### config.mk
export PLATFORM = sky130hd
export DESIGN_NAME = drum_note_trigger_filter_flat
export DESIGN_NICKNAME = d
export VERILOG_FILES = /design/src/design/dntf_pkg.sv /design/src/design/dntf_ifs.sv /design/src/design/dntf_front.sv /design/src/design/dntf_back.sv /design/src/design/drum_note_trigger_filter.sv /design/src/flat_wrapper.sv
export VERILOG_INCLUDE_DIRS = /design/src /design/src/design
export SDC_FILE = /design/constraint.sdc
export NUM_CORES = 2
export LEC_CHECK = 0
export ABC_CLOCK_PERIOD_IN_PS = 9030
export BUFFER_PORTS_ARGS = -buffer_cell sky130_fd_sc_hd__buf_4
export CAP_MARGIN = 20
export CORE_MARGIN = 4
export CORE_UTILIZATION = 60
export DETAILED_ROUTE_END_ITERATION = 10
export GPL_ROUTABILITY_DRIVEN = 0
export PLACE_DENSITY = 0.82
export SLEW_MARGIN = 20
export SYNTH_ARGS = -nofsm -noshare
export SYNTH_HDL_FRONTEND = slang
export SYNTH_SLANG_ARGS = --single-unit
export TNS_END_PERCENT = 20
### constraint.sdc
create_clock -name clk_i -period 9.03 [get_ports clk_i]
set_clock_uncertainty 0.2 [all_clocks]
set_input_delay 1.3545 -clock clk_i [delete_from_list [all_inputs] [get_ports clk_i]]
set_output_delay 1.3545 -clock clk_i [all_outputs]
set_load 0.03 [all_outputs]
### src/design/assert_macros.svh
// Assertion helpers shared by the design modules.
// Each macro expects clk_i and rst_ni in the scope where it is used.
`ifndef ASSERT_MACROS_SVH
`define ASSERT_MACROS_SVH

// The property must hold at every clock edge outside of reset.
`define ASSERT_AT(label, prop, msg) \
  label: assert property (@(posedge clk_i) disable iff (!rst_ni) prop) \
    else $error(msg);

// The condition must never be seen outside of reset.
`define ASSERT_NEVER(label, cond, msg) \
  label: assert property (@(posedge clk_i) disable iff (!rst_ni) !(cond)) \
    else $error(msg);

`endif

### src/design/dntf_pkg.sv
`timescale 1ns / 1ps
// ----------------------------------------------------------------------------
// dntf_pkg
// Types, codes and constants shared by the drum note trigger filter.
// ----------------------------------------------------------------------------
package dntf_pkg;

  localparam int unsigned MAP_ENTRIES_DEF = 16;
  localparam int unsigned TIME_BITS_DEF   = 48;
  localparam int unsigned PAD_SLOTS       = 8;
  localparam int unsigned PAD_W           = 3;
  localparam int unsigned Q_DEPTH         = 2;

  localparam logic [7:0] STATUS_NOTE_ON = 8'd144;
  localparam logic [7:0] STATUS_DRUM_ON = 8'd153;

  typedef enum logic [1:0] {
    OP_NOTE = 2'd0,
    OP_LOAD = 2'd1,
    OP_READ = 2'd2
  } op_e;

  typedef enum logic [1:0] {
    CFG_DYN_THRESH  = 2'd0,
    CFG_SHOW_DYN    = 2'd1,
    CFG_LANE_LAYOUT = 2'd2
  } cfg_idx_e;

  typedef enum logic [2:0] {
    CMD_NOTE = 3'd0,  // qualifying note message, walk the map
    CMD_TIME = 3'd1,  // note message that only advances time
    CMD_LOAD = 3'd2,
    CMD_READ = 3'd3,
    CMD_NOP  = 3'd4
  } cmd_kind_e;

  typedef struct packed {
    logic [6:0]       dyn_thresh;
    logic             show_dyn;
    logic [23:0]      lane_layout;
  } cfg_t;

  localparam cfg_t CFG_RST = '{
    dyn_thresh:  7'd100,
    show_dyn:    1'b1,
    lane_layout: 24'hFAC688
  };

  typedef struct packed {
    logic [6:0]       note;
    logic [7:0]       vmin;
    logic [31:0]      hold;
    logic [PAD_W-1:0] pad;
  } map_entry_t;

  typedef struct packed {
    cmd_kind_e        kind;
    logic [6:0]       msg_note;
    logic [7:0]       velocity;
    logic [31:0]      delta;
    logic [3:0]       entry_index;
    map_entry_t       ent;
    logic             entry_enable;
  } cmd_t;

  typedef struct packed {
    logic             hit_accepted;
    logic             note_matched;
    logic [PAD_W-1:0] pad_slot;
    logic [2:0]       display_lane;
    logic             ghost_note;
    logic             dim_flag;
    logic [31:0]      pad_hits;
    logic [31:0]      pad_ghosts;
  } res_t;

endpackage

### src/design/dntf_ifs.sv
`timescale 1ns / 1ps
// ----------------------------------------------------------------------------
// dntf channel interfaces
// Ready/valid channels for note items, results and configuration writes.
// ----------------------------------------------------------------------------
interface dntf_note_if;
  logic        valid;
  logic        ready;
  logic [1:0]  operation;
  logic [7:0]  status_byte;
  logic        full_message;
  logic [7:0]  note_number;
  logic [7:0]  velocity;
  logic [31:0] delta_time;
  logic [3:0]  entry_index;
  logic [6:0]  entry_note;
  logic [7:0]  entry_velocity_threshold;
  logic [31:0] entry_hold_ticks;
  logic [2:0]  pad_select;
  logic        entry_enable;

  modport source (
    output valid, operation, status_byte, full_message, note_number, velocity,
           delta_time, entry_index, entry_note, entry_velocity_threshold,
           entry_hold_ticks, pad_select, entry_enable,
    input  ready
  );
  modport sink (
    input  valid, operation, status_byte, full_message, note_number, velocity,
           delta_time, entry_index, entry_note, entry_velocity_threshold,
           entry_hold_ticks, pad_select, entry_enable,
    output ready
  );
endinterface

interface dntf_result_if;
  logic        valid;
  logic        ready;
  logic        hit_accepted;
  logic        note_matched;
  logic [2:0]  pad_slot;
  logic [2:0]  display_lane;
  logic        ghost_note;
  logic        dim_flag;
  logic [31:0] pad_hits;
  logic [31:0] pad_ghosts;

  modport source (
    output valid, hit_accepted, note_matched, pad_slot, display_lane,
           ghost_note, dim_flag, pad_hits, pad_ghosts,
    input  ready
  );
  modport sink (
    input  valid, hit_accepted, note_matched, pad_slot, display_lane,
           ghost_note, dim_flag, pad_hits, pad_ghosts,
    output ready
  );
endinterface

interface dntf_cfg_if;
  logic        valid;
  logic        ready;
  logic [1:0]  index;
  logic [23:0] wdata;

  modport source (output valid, index, wdata, input ready);
  modport sink (input valid, index, wdata, output ready);
endinterface

### src/design/dntf_front.sv
`timescale 1ns / 1ps
// ----------------------------------------------------------------------------
// dntf_front
// Accepts input items, classifies them into commands and queues them.
// ----------------------------------------------------------------------------
module dntf_front #(
  parameter int unsigned MAP_ENTRIES = dntf_pkg::MAP_ENTRIES_DEF
) (
  input  logic          clk_i,
  input  logic          rst_ni,
  dntf_note_if.sink     note_i,
  output dntf_pkg::cmd_t cmd_o,
  output logic          cmd_valid_o,
  input  logic          cmd_ready_i
);
  import dntf_pkg::*;

  localparam int unsigned PTR_W = $clog2(Q_DEPTH);
  localparam int unsigned CNT_W = $clog2(Q_DEPTH + 1);

  cmd_t             cmd_in;
  cmd_t             q_mem [Q_DEPTH];
  logic [PTR_W-1:0] wr_ptr_q, wr_ptr_d;
  logic [PTR_W-1:0] rd_ptr_q, rd_ptr_d;
  logic [CNT_W-1:0] count_q, count_d;
  logic             push, pop;

  always_comb begin
    cmd_in              = '0;
    cmd_in.msg_note     = note_i.note_number[6:0];
    cmd_in.velocity     = note_i.velocity;
    cmd_in.delta        = note_i.delta_time;
    cmd_in.entry_index  = note_i.entry_index;
    cmd_in.ent.note     = note_i.entry_note;
    cmd_in.ent.vmin     = note_i.entry_velocity_threshold;
    cmd_in.ent.hold     = note_i.entry_hold_ticks;
    cmd_in.ent.pad      = note_i.pad_select;
    cmd_in.entry_enable = note_i.entry_enable;
    case (note_i.operation)
      OP_NOTE: begin
        // A note number above 127 can never match an entry.
        if (note_i.full_message && !note_i.note_number[7] &&
            (note_i.status_byte inside {STATUS_NOTE_ON, STATUS_DRUM_ON})) begin
          cmd_in.kind = CMD_NOTE;
        end else begin
          cmd_in.kind = CMD_TIME;
        end
      end
      OP_LOAD: begin
        cmd_in.kind = (32'(note_i.entry_index) < MAP_ENTRIES) ? CMD_LOAD : CMD_NOP;
      end
      OP_READ: cmd_in.kind = CMD_READ;
      default: cmd_in.kind = CMD_NOP;
    endcase
  end

  assign note_i.ready = (count_q != CNT_W'(Q_DEPTH));
  assign push         = note_i.valid && note_i.ready;
  assign cmd_valid_o  = (count_q != '0);
  assign pop          = cmd_valid_o && cmd_ready_i;
  assign cmd_o        = q_mem[rd_ptr_q];

  always_comb begin
    wr_ptr_d = wr_ptr_q;
    rd_ptr_d = rd_ptr_q;
    count_d  = count_q;
    if (push) begin
      wr_ptr_d = (wr_ptr_q == PTR_W'(Q_DEPTH - 1)) ? '0 : wr_ptr_q + 1'b1;
    end
    if (pop) begin
      rd_ptr_d = (rd_ptr_q == PTR_W'(Q_DEPTH - 1)) ? '0 : rd_ptr_q + 1'b1;
    end
    case ({push, pop})
      2'b10:   count_d = count_q + 1'b1;
      2'b01:   count_d = count_q - 1'b1;
      default: count_d = count_q;
    endcase
  end

  always_ff @(posedge clk_i or negedge rst_ni) begin
    if (!rst_ni) begin
      wr_ptr_q <= '0;
      rd_ptr_q <= '0;
      count_q  <= '0;
    end else begin
      wr_ptr_q <= wr_ptr_d;
      rd_ptr_q <= rd_ptr_d;
      count_q  <= count_d;
    end
  end

  always_ff @(posedge clk_i) begin
    if (push) begin
      q_mem[wr_ptr_q] <= cmd_in;
    end
  end

`include "assert_macros.svh"

  `ASSERT_NEVER(a_q_bound, count_q > CNT_W'(Q_DEPTH), "command queue count overflow")
  `ASSERT_AT(a_q_push, push && !pop |=> count_q == $past(count_q) + 1'b1, "push lost")
  `ASSERT_NEVER(a_q_empty_ptr, count_q == '0 && wr_ptr_q != rd_ptr_q, "queue pointers diverged")

endmodule

### src/design/dntf_back.sv
`timescale 1ns / 1ps
// ----------------------------------------------------------------------------
// dntf_back
// Executes queued commands: walks the mapping memory, qualifies hits,
// updates pad counters and registers one result per command.
// ----------------------------------------------------------------------------
module dntf_back #(
  parameter int unsigned MAP_ENTRIES = dntf_pkg::MAP_ENTRIES_DEF,
  parameter int unsigned TIME_BITS   = dntf_pkg::TIME_BITS_DEF
) (
  input  logic           clk_i,
  input  logic           rst_ni,
  input  dntf_pkg::cmd_t cmd_i,
  input  logic           cmd_valid_i,
  output logic           cmd_ready_o,
  input  dntf_pkg::cfg_t cfg_i,
  dntf_result_if.source  result_o
);
  import dntf_pkg::*;

  localparam int unsigned IDX_W = (MAP_ENTRIES > 1) ? $clog2(MAP_ENTRIES) : 1;
  localparam logic [IDX_W-1:0] LAST_IDX = IDX_W'(MAP_ENTRIES - 1);

  typedef enum logic [4:0] {
    ST_IDLE   = 5'b00001,
    ST_WALK   = 5'b00010,
    ST_CHECK  = 5'b00100,
    ST_DECIDE = 5'b01000,
    ST_UPDATE = 5'b10000
  } state_e;

  function automatic logic [31:0] sat_inc(input logic [31:0] v);
    sat_inc = (v == '1) ? v : v + 32'd1;
  endfunction

  state_e               state_q, state_d;
  cmd_t                 cmd_q;
  logic [TIME_BITS-1:0] time_q, time_d;
  logic [TIME_BITS:0]   time_sum;
  logic [TIME_BITS-1:0] time_adv;
  logic [IDX_W-1:0]     issue_q, issue_d;
  logic                 issue_live_q, issue_live_d;
  logic                 chk_valid_q, chk_valid_d;
  logic [IDX_W-1:0]     chk_idx_q;
  logic [IDX_W-1:0]     hit_idx_q;
  map_entry_t           ent_q;
  logic [TIME_BITS-1:0] last_q;
  logic [TIME_BITS-1:0] since_q, since_d;
  logic [MAP_ENTRIES-1:0] valid_q;

  map_entry_t           ent_mem  [MAP_ENTRIES];
  logic [TIME_BITS-1:0] last_mem [MAP_ENTRIES];
  map_entry_t           rd_ent_q;
  logic [TIME_BITS-1:0] rd_last_q;
  logic                 ent_we, last_we;
  logic [IDX_W-1:0]     mem_waddr;
  logic [TIME_BITS-1:0] last_wdata;
  logic [IDX_W-1:0]     load_addr;

  logic [31:0]          hit_cnt_q   [PAD_SLOTS];
  logic [31:0]          ghost_cnt_q [PAD_SLOTS];
  logic [PAD_W-1:0]     cnt_idx;
  logic [31:0]          hit_new, ghost_new;
  logic [2:0]           lane;
  logic                 ghost;
  logic                 cnt_we;

  logic                 start, match, accept;
  res_t                 res_d, res_q;
  logic                 res_load;
  logic                 out_valid_q;

  assign cmd_ready_o = (state_q == ST_IDLE) && !out_valid_q;
  assign start       = cmd_valid_i && cmd_ready_o;

  // Saturating time accumulator update.
  assign time_sum  = {1'b0, time_q} + (TIME_BITS + 1)'(cmd_i.delta);
  assign time_adv  = time_sum[TIME_BITS] ? '1 : time_sum[TIME_BITS-1:0];
  assign load_addr = IDX_W'(cmd_i.entry_index);

  assign match  = valid_q[chk_idx_q] && (rd_ent_q.note == cmd_q.msg_note);
  assign since_d = (time_q >= last_q) ? time_q - last_q : '0;
  assign accept = (cmd_q.velocity >= ent_q.vmin) && (since_q >= TIME_BITS'(ent_q.hold));

  assign cnt_idx   = (state_q == ST_UPDATE) ? ent_q.pad : cmd_i.ent.pad;
  assign lane      = 3'(cfg_i.lane_layout >> (5'(cnt_idx) * 5'd3));
  assign ghost     = cmd_q.velocity < {1'b0, cfg_i.dyn_thresh};
  assign hit_new   = sat_inc(hit_cnt_q[cnt_idx]);
  assign ghost_new = ghost ? sat_inc(ghost_cnt_q[cnt_idx]) : ghost_cnt_q[cnt_idx];

  always_comb begin
    state_d      = state_q;
    time_d       = time_q;
    issue_d      = issue_q;
    issue_live_d = issue_live_q;
    chk_valid_d  = 1'b0;
    ent_we       = 1'b0;
    last_we      = 1'b0;
    mem_waddr    = load_addr;
    last_wdata   = '0;
    cnt_we       = 1'b0;
    res_d        = '0;
    res_load     = 1'b0;
    case (state_q)
      ST_IDLE: begin
        if (start) begin
          case (cmd_i.kind)
            CMD_NOTE: begin
              time_d       = time_adv;
              issue_d      = '0;
              issue_live_d = 1'b1;
              state_d      = ST_WALK;
            end
            CMD_TIME: begin
              time_d   = time_adv;
              res_load = 1'b1;
            end
            CMD_LOAD: begin
              ent_we   = 1'b1;
              last_we  = 1'b1;
              res_load = 1'b1;
            end
            CMD_READ: begin
              res_d.pad_slot     = cmd_i.ent.pad;
              res_d.display_lane = lane;
              res_d.pad_hits     = hit_cnt_q[cnt_idx];
              res_d.pad_ghosts   = ghost_cnt_q[cnt_idx];
              res_load           = 1'b1;
            end
            default: res_load = 1'b1;
          endcase
        end
      end
      ST_WALK: begin
        // One entry read is issued per cycle; its data is checked in the cycle after.
        chk_valid_d = issue_live_q;
        if (issue_live_q) begin
          if (issue_q == LAST_IDX) begin
            issue_live_d = 1'b0;
          end else begin
            issue_d = issue_q + 1'b1;
          end
        end
        if (chk_valid_q && match) begin
          issue_live_d = 1'b0;
          state_d      = ST_CHECK;
        end else if (chk_valid_q && (chk_idx_q == LAST_IDX)) begin
          res_load = 1'b1;
          state_d  = ST_IDLE;
        end
      end
      ST_CHECK: begin
        state_d = ST_DECIDE;
      end
      ST_DECIDE: begin
        if (accept) begin
          last_we    = 1'b1;
          mem_waddr  = hit_idx_q;
          last_wdata = time_q;
          state_d    = ST_UPDATE;
        end else begin
          res_d.note_matched = 1'b1;
          res_load           = 1'b1;
          state_d            = ST_IDLE;
        end
      end
      ST_UPDATE: begin
        cnt_we             = 1'b1;
        res_d.hit_accepted = 1'b1;
        res_d.note_matched = 1'b1;
        res_d.pad_slot     = ent_q.pad;
        res_d.display_lane = lane;
        res_d.ghost_note   = ghost;
        res_d.dim_flag     = ghost && cfg_i.show_dyn;
        res_d.pad_hits     = hit_new;
        res_d.pad_ghosts   = ghost_new;
        res_load           = 1'b1;
        state_d            = ST_IDLE;
      end
      default: state_d = ST_IDLE;
    endcase
  end

  always_ff @(posedge clk_i or negedge rst_ni) begin
    if (!rst_ni) begin
      state_q      <= ST_IDLE;
      time_q       <= '0;
      issue_q      <= '0;
      issue_live_q <= 1'b0;
      chk_valid_q  <= 1'b0;
      valid_q      <= '0;
      out_valid_q  <= 1'b0;
      for (int i = 0; i < PAD_SLOTS; i++) begin
        hit_cnt_q[i]   <= '0;
        ghost_cnt_q[i] <= '0;
      end
    end else begin
      state_q      <= state_d;
      time_q       <= time_d;
      issue_q      <= issue_d;
      issue_live_q <= issue_live_d;
      chk_valid_q  <= chk_valid_d;
      if (ent_we) begin
        valid_q[mem_waddr] <= cmd_i.entry_enable;
      end
      if (cnt_we) begin
        hit_cnt_q[cnt_idx]   <= hit_new;
        ghost_cnt_q[cnt_idx] <= ghost_new;
      end
      if (res_load) begin
        out_valid_q <= 1'b1;
      end else if (result_o.ready) begin
        out_valid_q <= 1'b0;
      end
    end
  end

  always_ff @(posedge clk_i) begin
    if (start) begin
      cmd_q <= cmd_i;
    end
    chk_idx_q <= issue_q;
    if (state_q == ST_WALK && chk_valid_q && match) begin
      ent_q     <= rd_ent_q;
      last_q    <= rd_last_q;
      hit_idx_q <= chk_idx_q;
    end
    since_q <= since_d;
    if (res_load) begin
      res_q <= res_d;
    end
  end

  // Mapping memory: one write port, one registered read port.
  always_ff @(posedge clk_i) begin
    if (ent_we) begin
      ent_mem[mem_waddr] <= cmd_i.ent;
    end
    if (last_we) begin
      last_mem[mem_waddr] <= last_wdata;
    end
    rd_ent_q  <= ent_mem[issue_q];
    rd_last_q <= last_mem[issue_q];
  end

  assign result_o.valid        = out_valid_q;
  assign result_o.hit_accepted = res_q.hit_accepted;
  assign result_o.note_matched = res_q.note_matched;
  assign result_o.pad_slot     = res_q.pad_slot;
  assign result_o.display_lane = res_q.display_lane;
  assign result_o.ghost_note   = res_q.ghost_note;
  assign result_o.dim_flag     = res_q.dim_flag;
  assign result_o.pad_hits     = res_q.pad_hits;
  assign result_o.pad_ghosts   = res_q.pad_ghosts;

`include "assert_macros.svh"

  `ASSERT_NEVER(a_res_overwrite, res_load && out_valid_q, "result register overwritten")
  `ASSERT_NEVER(a_dim_ghost, out_valid_q && res_q.dim_flag && !res_q.ghost_note, "dim without ghost")
  `ASSERT_AT(a_time_mono, 1'b1 |=> time_q >= $past(time_q), "time accumulator went back")

endmodule

### src/design/drum_note_trigger_filter.sv
`timescale 1ns / 1ps
// ----------------------------------------------------------------------------
// drum_note_trigger_filter
// Qualifies drum-pad note messages against a table of mapping entries.
// ----------------------------------------------------------------------------
// A qualifying note message (complete, status 144 or 153, note number below
// 128) walks the mapping memory one entry per cycle until the first valid
// matching entry. The walk goes through the single read port of the mapping
// memory, and that sets the timing. After a match, the CHECK, DECIDE and
// UPDATE states qualify the hit and update the pad counters; a rejected hit
// ends in DECIDE. Loads, counter reads and other note messages register their
// result straight from the idle state. Results sit in an output register, and
// a waiting result holds the back end. A two-deep command queue keeps
// accepting items in the meantime, until it is full.
module drum_note_trigger_filter #(
  parameter int unsigned MAP_ENTRIES = dntf_pkg::MAP_ENTRIES_DEF,
  parameter int unsigned TIME_BITS   = dntf_pkg::TIME_BITS_DEF
) (
  input  logic          clk_i,
  input  logic          rst_ni,
  dntf_note_if.sink     note_i,
  dntf_result_if.source result_o,
  dntf_cfg_if.sink      cfg_i
);
  import dntf_pkg::*;

  cfg_t cfg_q;
  cmd_t cmd;
  logic cmd_valid;
  logic cmd_ready;

  assign cfg_i.ready = 1'b1;

  always_ff @(posedge clk_i or negedge rst_ni) begin
    if (!rst_ni) begin
      cfg_q <= CFG_RST;
    end else if (cfg_i.valid) begin
      case (cfg_i.index)
        CFG_DYN_THRESH:  cfg_q.dyn_thresh  <= cfg_i.wdata[6:0];
        CFG_SHOW_DYN:    cfg_q.show_dyn    <= cfg_i.wdata[0];
        CFG_LANE_LAYOUT: cfg_q.lane_layout <= cfg_i.wdata;
        default: begin
        end
      endcase
    end
  end

  dntf_front #(
    .MAP_ENTRIES(MAP_ENTRIES)
  ) u_front (
    .clk_i       (clk_i),
    .rst_ni      (rst_ni),
    .note_i      (note_i),
    .cmd_o       (cmd),
    .cmd_valid_o (cmd_valid),
    .cmd_ready_i (cmd_ready)
  );

  dntf_back #(
    .MAP_ENTRIES(MAP_ENTRIES),
    .TIME_BITS  (TIME_BITS)
  ) u_back (
    .clk_i       (clk_i),
    .rst_ni      (rst_ni),
    .cmd_i       (cmd),
    .cmd_valid_i (cmd_valid),
    .cmd_ready_o (cmd_ready),
    .cfg_i       (cfg_q),
    .result_o    (result_o)
  );

endmodule

### src/flat_wrapper.sv
// flat-port wrapper written by rule: the top's interface ports become plain ports
module drum_note_trigger_filter_flat import dntf_pkg::*;
#(
  parameter int unsigned MAP_ENTRIES = dntf_pkg::MAP_ENTRIES_DEF,
  parameter int unsigned TIME_BITS   = dntf_pkg::TIME_BITS_DEF
)
  (clk_i, rst_ni, note_i_valid, note_i_operation, note_i_status_byte, note_i_full_message, note_i_note_number, note_i_velocity, note_i_delta_time, note_i_entry_index, note_i_entry_note, note_i_entry_velocity_threshold, note_i_entry_hold_ticks, note_i_pad_select, note_i_entry_enable, note_i_ready, result_o_valid, result_o_hit_accepted, result_o_note_matched, result_o_pad_slot, result_o_display_lane, result_o_ghost_note, result_o_dim_flag, result_o_pad_hits, result_o_pad_ghosts, result_o_ready, cfg_i_valid, cfg_i_index, cfg_i_wdata, cfg_i_ready);
  dntf_note_if note_i_i ();
  dntf_result_if result_o_i ();
  dntf_cfg_if cfg_i_i ();
  input  logic clk_i;
  input  logic rst_ni;
  input wire logic [$bits(note_i_i.valid)-1:0] note_i_valid;
  input wire logic [$bits(note_i_i.operation)-1:0] note_i_operation;
  input wire logic [$bits(note_i_i.status_byte)-1:0] note_i_status_byte;
  input wire logic [$bits(note_i_i.full_message)-1:0] note_i_full_message;
  input wire logic [$bits(note_i_i.note_number)-1:0] note_i_note_number;
  input wire logic [$bits(note_i_i.velocity)-1:0] note_i_velocity;
  input wire logic [$bits(note_i_i.delta_time)-1:0] note_i_delta_time;
  input wire logic [$bits(note_i_i.entry_index)-1:0] note_i_entry_index;
  input wire logic [$bits(note_i_i.entry_note)-1:0] note_i_entry_note;
  input wire logic [$bits(note_i_i.entry_velocity_threshold)-1:0] note_i_entry_velocity_threshold;
  input wire logic [$bits(note_i_i.entry_hold_ticks)-1:0] note_i_entry_hold_ticks;
  input wire logic [$bits(note_i_i.pad_select)-1:0] note_i_pad_select;
  input wire logic [$bits(note_i_i.entry_enable)-1:0] note_i_entry_enable;
  output wire logic [$bits(note_i_i.ready)-1:0] note_i_ready;
  output wire logic [$bits(result_o_i.valid)-1:0] result_o_valid;
  output wire logic [$bits(result_o_i.hit_accepted)-1:0] result_o_hit_accepted;
  output wire logic [$bits(result_o_i.note_matched)-1:0] result_o_note_matched;
  output wire logic [$bits(result_o_i.pad_slot)-1:0] result_o_pad_slot;
  output wire logic [$bits(result_o_i.display_lane)-1:0] result_o_display_lane;
  output wire logic [$bits(result_o_i.ghost_note)-1:0] result_o_ghost_note;
  output wire logic [$bits(result_o_i.dim_flag)-1:0] result_o_dim_flag;
  output wire logic [$bits(result_o_i.pad_hits)-1:0] result_o_pad_hits;
  output wire logic [$bits(result_o_i.pad_ghosts)-1:0] result_o_pad_ghosts;
  input wire logic [$bits(result_o_i.ready)-1:0] result_o_ready;
  input wire logic [$bits(cfg_i_i.valid)-1:0] cfg_i_valid;
  input wire logic [$bits(cfg_i_i.index)-1:0] cfg_i_index;
  input wire logic [$bits(cfg_i_i.wdata)-1:0] cfg_i_wdata;
  output wire logic [$bits(cfg_i_i.ready)-1:0] cfg_i_ready;
  assign note_i_i.valid = note_i_valid;
  assign note_i_i.operation = note_i_operation;
  assign note_i_i.status_byte = note_i_status_byte;
  assign note_i_i.full_message = note_i_full_message;
  assign note_i_i.note_number = note_i_note_number;
  assign note_i_i.velocity = note_i_velocity;
  assign note_i_i.delta_time = note_i_delta_time;
  assign note_i_i.entry_index = note_i_entry_index;
  assign note_i_i.entry_note = note_i_entry_note;
  assign note_i_i.entry_velocity_threshold = note_i_entry_velocity_threshold;
  assign note_i_i.entry_hold_ticks = note_i_entry_hold_ticks;
  assign note_i_i.pad_select = note_i_pad_select;
  assign note_i_i.entry_enable = note_i_entry_enable;
  assign note_i_ready = note_i_i.ready;
  assign result_o_valid = result_o_i.valid;
  assign result_o_hit_accepted = result_o_i.hit_accepted;
  assign result_o_note_matched = result_o_i.note_matched;
  assign result_o_pad_slot = result_o_i.pad_slot;
  assign result_o_display_lane = result_o_i.display_lane;
  assign result_o_ghost_note = result_o_i.ghost_note;
  assign result_o_dim_flag = result_o_i.dim_flag;
  assign result_o_pad_hits = result_o_i.pad_hits;
  assign result_o_pad_ghosts = result_o_i.pad_ghosts;
  assign result_o_i.ready = result_o_ready;
  assign cfg_i_i.valid = cfg_i_valid;
  assign cfg_i_i.index = cfg_i_index;
  assign cfg_i_i.wdata = cfg_i_wdata;
  assign cfg_i_ready = cfg_i_i.ready;
  drum_note_trigger_filter #(.MAP_ENTRIES(MAP_ENTRIES), .TIME_BITS(TIME_BITS)) u_core (.clk_i(clk_i), .rst_ni(rst_ni), .note_i(note_i_i), .result_o(result_o_i), .cfg_i(cfg_i_i));
endmodule
# Word-level counts from Yosys, hierarchy flattened
# Memory sizes are Yosys's and may differ from the RTL's. A register that Yosys moved wholly into a read port is not among the register bits.
# Cells that the tools add are included.
[word_totals] regBits=860 inputBits=145 mem_bits_rw=1778 wordCells=203 n_memories=3 output_inout_bits=77
[classes] n_addsub=9 n_mul=1 mux=74 n_reduce_logical=32 bitwise_logic=1 order_cmp=9 shift=1 eq_ne=27
[mem_list] memory="u_core.u_back.ent_mem" words=16 width=50 read_ports=1 rd_ports_with_merged_regs=1 write_ports=1 line_no="dntf_back.sv:51" text="map_entry_t ent_mem [MAP_ENTRIES];"
[mem_list] memory="u_core.u_back.last_mem" words=16 width=48 read_ports=1 rd_ports_with_merged_regs=1 write_ports=1 line_no="dntf_back.sv:52" text="logic [TIME_BITS-1:0] last_mem [MAP_ENTRIES];"
[mem_list] memory="u_core.u_front.q_mem" words=2 width=105 read_ports=1 rd_ports_with_merged_regs=0 write_ports=1 line_no="dntf_front.sv:22" text="cmd_t q_mem [Q_DEPTH];"
[ops] cell="$bwmux W256" count=2
[ops] cell="$mux W32" count=8
[ops] cell="$bmux W32 S3" count=2
[ops] cell="$mux W48" count=3
[ops] cell="$mux W64" count=2
[ops] cell="$pmux W64 S2" count=1
[ops] cell="$demux W32 S3" count=1
[ops] cell="$add A32 B1 Y32 const B" count=2
[ops] cell="$eq A32 B32 Y1 const B" count=2
[ops] cell="$add A48 B32 Y49" count=1
[ops] cell="$ge A48 B32 Y1" count=1
[ops] cell="$ge A48 B48 Y1" count=1
[ops] cell="$sub A48 B48 Y48" count=1
[ops] cell="$mux W1" count=29
[ops] cell="$mux W5" count=5
[ops] cell="$mux W4" count=6
[ops] cell="$shr A24 B5 Y3" count=1
[ops] cell="$pmux W5 S4" count=1
[ops] cell="$bwmux W16" count=1
[ops] cell="$eq A8 B8 Y1 const B" count=2
[ops] cell="$logic_and A1 B1 Y1" count=14
[ops] cell="$mux W6" count=2
[ops] cell="$pmux W6 S2" count=1
[ops] cell="$lt A4 B5 Y1 const B" count=2
[ops] cell="other kinds (41)" count=63

# Depth between registers and ports, before layout
[depth] word_depth=10 depth_mapped=24 ltp_nobuf=17

# By module
# From an unflattened synthesis, not the netlist that was laid out.
[hier_totals] hier_cells=7811 hier_area_um2=112828.2
[modules_own_cells] module="dntf_back" area_per_inst_um2=103636.9 instances=1 cells_per_inst=7385 seq_area_each_um2=70328.7
[modules_own_cells] module="dntf_front" area_per_inst_um2=7855.0 instances=1 cells_per_inst=355 seq_area_each_um2=6406.1
[modules_own_cells] module="drum_note_trigger_filter" area_per_inst_um2=1336.3 instances=1 cells_per_inst=71 seq_area_each_um2=820.8

# Worst setup path before layout
# Ideal clock, no wire load.
[synth_path] path_kind="reg2reg" startpoint="register u_core.u_back.state_q[4]" endpoint="register u_core.u_back.valid_q[11]" synth_period_minus_slack_ns=6.812 setup_ns=0.126 t_arrival_ns=6.486 stages_incl_launch_ff=11 required_time_ns=8.704 n_path_buf=2 path_slack_ns=2.218 cell_sequence="dfrtp_1 -> buf_2 -> buf_2 -> nor2_1 -> o21ai_0 -> nor4b_1 -> and2_1 -> nand2_1 -> or3_1 -> nor2_1 -> mux2_2"
[synth_between] word_cells_on_any_way=13 classes_between="order compare (2); eq/ne (2); mux (6); reduce/logical (3)"
[synth_rtl] element="from (decl)" line_no="dntf_back.sv:36" text="state_e state_q, state_d;"
[synth_rtl] element="from (signal assigned)" line_no="dntf_back.sv:198" text="state_q <= state_d;"
[synth_rtl] element="$eq A5 B1 Y1" line_no="dntf_back.sv:73" text="assign cmd_ready_o = (state_q == ST_IDLE) && !out_valid_q;"
[synth_rtl] element="$logic_and A1 B1 Y1" line_no="dntf_back.sv:73"
[synth_rtl] element="$logic_and A1 B1 Y1" line_no="dntf_back.sv:74" text="assign start = cmd_valid_i && cmd_ready_o;"
[synth_rtl] element="named net u_core.u_back.start" line_no="dntf_back.sv:68" text="logic start, match, accept;"
[synth_rtl] element="$mux W1" line_no="dntf_back.sv:106" text="if (start) begin"
[synth_rtl] element="$mux W1" line_no="dntf_back.sv:104" text="case (state_q)"
[synth_rtl] element="to (signal, indexed assignment)" line_no="dntf_back.sv:204" text="valid_q[mem_waddr] <= cmd_i.entry_enable;"
[synth_rtl] element="to (decl)" line_no="dntf_back.sv:49" text="logic [MAP_ENTRIES-1:0] valid_q;"
# The timed path passes the listed nets, and every way through them passes these cells.
# A chain may end at the register's enable or synchronous reset.

# Worst setup path in the final report
[layout_path] startpoint="register u_core.u_back.state_q[1]" endpoint="register u_core.u_back.res_q, in the netlist u_core.u_back.result_o.pad_hits[23] (data pin)"
[layout_between] elab_chain_cells=9 word_cells_on_any_way=15 classes_between="add/sub (1); eq/ne (3); mux (8); bitwise (1); reduce/logical (2)"
[layout_rtl] element="$eq A5 B5 Y1" line_no="dntf_back.sv:85, dntf_back.sv:104"
[layout_rtl] element="$mux W3" line_no="dntf_back.sv:85" text="assign cnt_idx = (state_q == ST_UPDATE) ? ent_q.pad : cmd_i.ent.pad;"
[layout_rtl] element="$not A3 Y4 (implied by the code)" line_no="dntf_back.sv:88, dntf_back.sv:126"
[layout_rtl] element="$bmux W32 S3" line_no="dntf_back.sv:88, dntf_back.sv:126"
[layout_rtl] element="$mux W32 (implied by the code) (2 in series)" line_no="dntf_back.sv:88, dntf_back.sv:126"
[layout_rtl] element="$add A32 B1 Y32, or another cell as far along" line_no="dntf_back.sv:33" text="sat_inc = (v == '1) ? v : v + 32'd1;"
[layout_rtl] element="$mux W32 or $mux W64 (tied branches)" line_no="dntf_back.sv:33, dntf_back.sv:106"
[layout_rtl] element="$pmux W64 S2 *" line_no="dntf_back.sv:104"
[layout_rtl] element="to (signal assigned)" line_no="dntf_back.sv:230" text="res_q <= res_d;"
[layout_rtl] element="to (decl)" line_no="dntf_back.sv:69" text="res_t res_d, res_q;"
# Mark *: on every way between the ends. The rest lies on a longest branch, timed or not. The select of a mux whose other input is x is not followed.

==> impl_metrics.tcl <==
set metrics [dict create \
    crit_type "reg -> reg" \
    grt.total_usage 0.3174 \
    setup_viol 0 \
    numClockSinks 2736 \
    worstSkewPairLatency_ns 0.95 \
    vdd_drop_max_mv 0.2394 \
    p_switching_mw 10.98 \
    ys_seq_area_frac 0.6901 \
    via_per_inst 6.791 \
    synth_area_leaders "edfxtp_1 (52%), dfrtp_1 (14%), mux4_2 (4.0%)" \
    dp_hpwl_um 174800 \
    use_met2 0.4988 \
    regArea_mm2 0.07757 \
    p_sw_frac 0.3107 \
    dieArea_mm2 0.1943 \
    nFillCells 11623 \
    wire_per_inst_um 29.34 \
    multiInputGateArea_mm2 0.03287 \
    antenna_found_initial 15 \
    crit_arrival_ns 7.49 \
    max_freq_mhz 140.9 \
    grtUsageMet3 0.07414 \
    ys_warn_count 0 \
    status "complete, no violations" \
    power.leakage_nw 46.11 \
    dieHeight_um 440.8 \
    internal-power_mw 24.36 \
    syn_area_mm2 0.1124 \
    grt_max_degree 183 \
    total_power_mw 35.34 \
    coreArea_mm2 0.1858 \
    drive_gt1_frac 0.1734 \
    syn_nets 8027 \
    yosys_most_used_dff "edfxtp_1" \
    dr_total_vias 72228 \
    rows 158 \
    holdCritPathClass "reg -> reg" \
    drt_iter0_drc 10507 \
    cts_max_level 5 \
    drt_first_pass_iters 9 \
    fin_crit_sh 0.7858 \
    worst-path-max-fanout 33 \
    synth_top_area_cell "edfxtp_1" \
    numCtsBuffers 286 \
    setup.worst_path.end_class "register" \
    initial_core_util 0.6048 \
    grt_use_met1 0.4054 \
    synth_edf_count 1962 \
    cts_setup_buffers 0 \
    postCtsResizedCells 0 \
    die_x_um 440.8 \
    area_growth_pct 12.00 \
    clk_pin_slew_ns 0.06 \
    clkPwrFrac 0.321 \
    rsz0062_at_grt "false" \
    period_needed_ns 7.096 \
    synth_seq_cells 2736 \
    cp-start-kind "register" \
    drc 0 \
    maxCapViolations 0 \
    dp_cells 10119 \
    relSlewSlack 0.1585 \
    cp.required_ns 9.42 \
    tightest_slew_ns 1.249 \
    synth_cell_type_count 106 \
    synth_top_area_frac 0.5242 \
    wirelength_um 312000 \
    ant_nets 0 \
    stdcell_count 10636 \
    io_buffers 220 \
    hold_viol_final 0 \
    combinationalPowerShare 0.242 \
    syn_inst 7748 \
    grt_pass1_vias 72518 \
    grt_busiest_layer "met2" \
    finalNetCount 8208 \
    grt_overflow 0 \
    ctsHoldBuffers 0 \
    p_seq_frac 0.437 \
    finalSetupTns_ns 0 \
    io-pin-count 222 \
    cts_tree "built" \
    maxSlewViolCount 0 \
    power.density_mw_per_mm2 280.8 \
    clock-root-buffer "clkbuf_16" \
    syn_avg_cell_area_um2 14.51 \
    grt_pass1_wl_um 458400 \
    hold_ws_ns 0.1613 \
    synthArstFlopShare 0.2281 \
    clockBufferDepth 4 \
]
## power groups by stage
stage	Combinational, mW	Clock, mW	Sequential (mW)
floorplan	5.59	0	15.6
global placement	8.02	0	15.6
detailed placement	8.26	0	15.7
CTS	8.36	11.4	15.4
global route	9.06	12.0	15.5
finish	8.55	11.4	15.4
## metal layers
metal  part of all wire  wire, um
met5                  0         0
met3               0.12     36350
met2               0.47    146800
met1               0.34    107300
met4              0.069     21650
## cell usage after synthesis (42+ instances only)
master / number
nand2_1: 757
o21ai_0: 695
and3_1: 171
inv_1: 152
buf_1: 46
xor2_1: 63
a221oi_1: 109
dfrtp_1: 607
nand3_1: 90
a211oi_1: 80
mux4_2: 201
a22oi_1: 104
mux2_2: 293
ha_1: 132
o22ai_1: 72
a21o_1: 67
edfxtp_1: 1962
o21ai_1: 105
nor2_1: 211
dfxtp_1: 150
clkbuf_1: 332
mux2i_1: 311
a32oi_1: 42
a21oi_1: 281
xnor2_1: 64
## worst max-delay path: stages (launching register included)
cell	delay, ns
dfrtp_1	0.47
nor4_4	0.82
a22o_1	0.26
buf_4	0.49
and2_2	0.91
buf_4	0.36
o32ai_1	0.11
or4_1	0.57
nor4_2	0.58
nand4_1	0.24
nor4_2	0.74
a2111oi_4	0.27
nand3b_1	0.19
xnor2_1	0.36
o22ai_1	0.17
## stage by stage
step                setup slack (ns)  cell area [um^2]    util
finish                         1.934            125900  0.6774
global route                   1.739            125900  0.6773
CTS                            2.226            125700  0.6767
detailed placement             2.345            116800  0.6285
global placement               2.483            116800  0.6283
floorplan                      2.218            112400       -
## sequential cells by signal (all words and copies together), names as in the netlist, 43 cells and up
| signal | count |
|---|---|
| u_core.u_back.ent_q | 43 |
| u_core.u_back.rd_last_q | 48 |
| u_core.u_back.ghost_cnt_q | 256 |
| u_core.u_back.ent_mem | 800 |
| u_core.u_back.last_mem | 768 |
| u_core.u_front.q_mem | 210 |
| u_core.u_back.time_q | 48 |
| u_core.u_back.hit_cnt_q | 256 |
| u_core.u_back.rd_ent_q | 50 |
| u_core.u_back.since_q | 48 |
| u_core.u_back.last_q | 48 |
## cells by family after synthesis
group,count (synthesis),share of synthesized area
xor+xnor,138,0.01169
compound gates,1797,0.09943
buf+inv,609,0.02215
other cells,1,0.00003337
mux,806,0.09746
flops,2736,0.6901
simple gates,1527,0.06410
fa+ha+maj,134,0.01505
## layout by cell type, fill, tap and decap left out, drive strengths merged, types with 79 or more instances in the layout
master	instances
clkinv	79
nand3	95
clkbuf	392
a22oi	104
inv	159
a211oi	80
dfrtp	607
nand2	757
and3	171
a221oi	110
o21ai	802
dfxtp	150
ha	132
nor2	213
edfxtp	1962
mux4	201
buf	349
mux2	293
a21oi	283
mux2i	312
## path summary, 6_finish.rpt
| path | startpoint | slack (ns) | to | cells after the start |
|---|---|---|---|---|
| max in group asynchronous | rst_ni | 6.29 | u_core.u_back.hit_cnt_q[125]$_DFFE_PN0P_ | 3 |
| hold / removal | u_core.u_back.rd_ent_q[12]$_DFF_P_ | 0.16 | u_core.u_back.ent_q[12]$_DFFE_PP_ | 0 |
| min in group asynchronous | rst_ni | 0.24 | u_core.u_back.ghost_cnt_q[123]$_DFFE_PN0P_ | 1 |
| setup / recovery | u_core.u_back.state_q[1]$_DFFE_PN0P_ | 1.93 | u_core.u_back.result_o.pad_hits[23]$_SDFFCE_PN0P_ | 14 |
| hold reg to reg | u_core.u_back.rd_ent_q[12]$_DFF_P_ | 0.16 | u_core.u_back.ent_q[12]$_DFFE_PP_ | 0 |
| setup reg to reg | u_core.u_back.state_q[1]$_DFFE_PN0P_ | 1.93 | u_core.u_back.result_o.pad_hits[23]$_SDFFCE_PN0P_ | 14 |
## area by class of cell
type	instances	area share
Sequential cell	2736	0.6163
Antenna cell	17	0.0003380
Clock inverter	106	0.007008
Timing Repair Buffer	349	0.02185
Multi-Input combinational cell	4403	0.2611
Inverter	153	0.004563
Clock buffer	392	0.06417
Tap cell	2480	0.02465
Power figures use the tool's default switching activity.
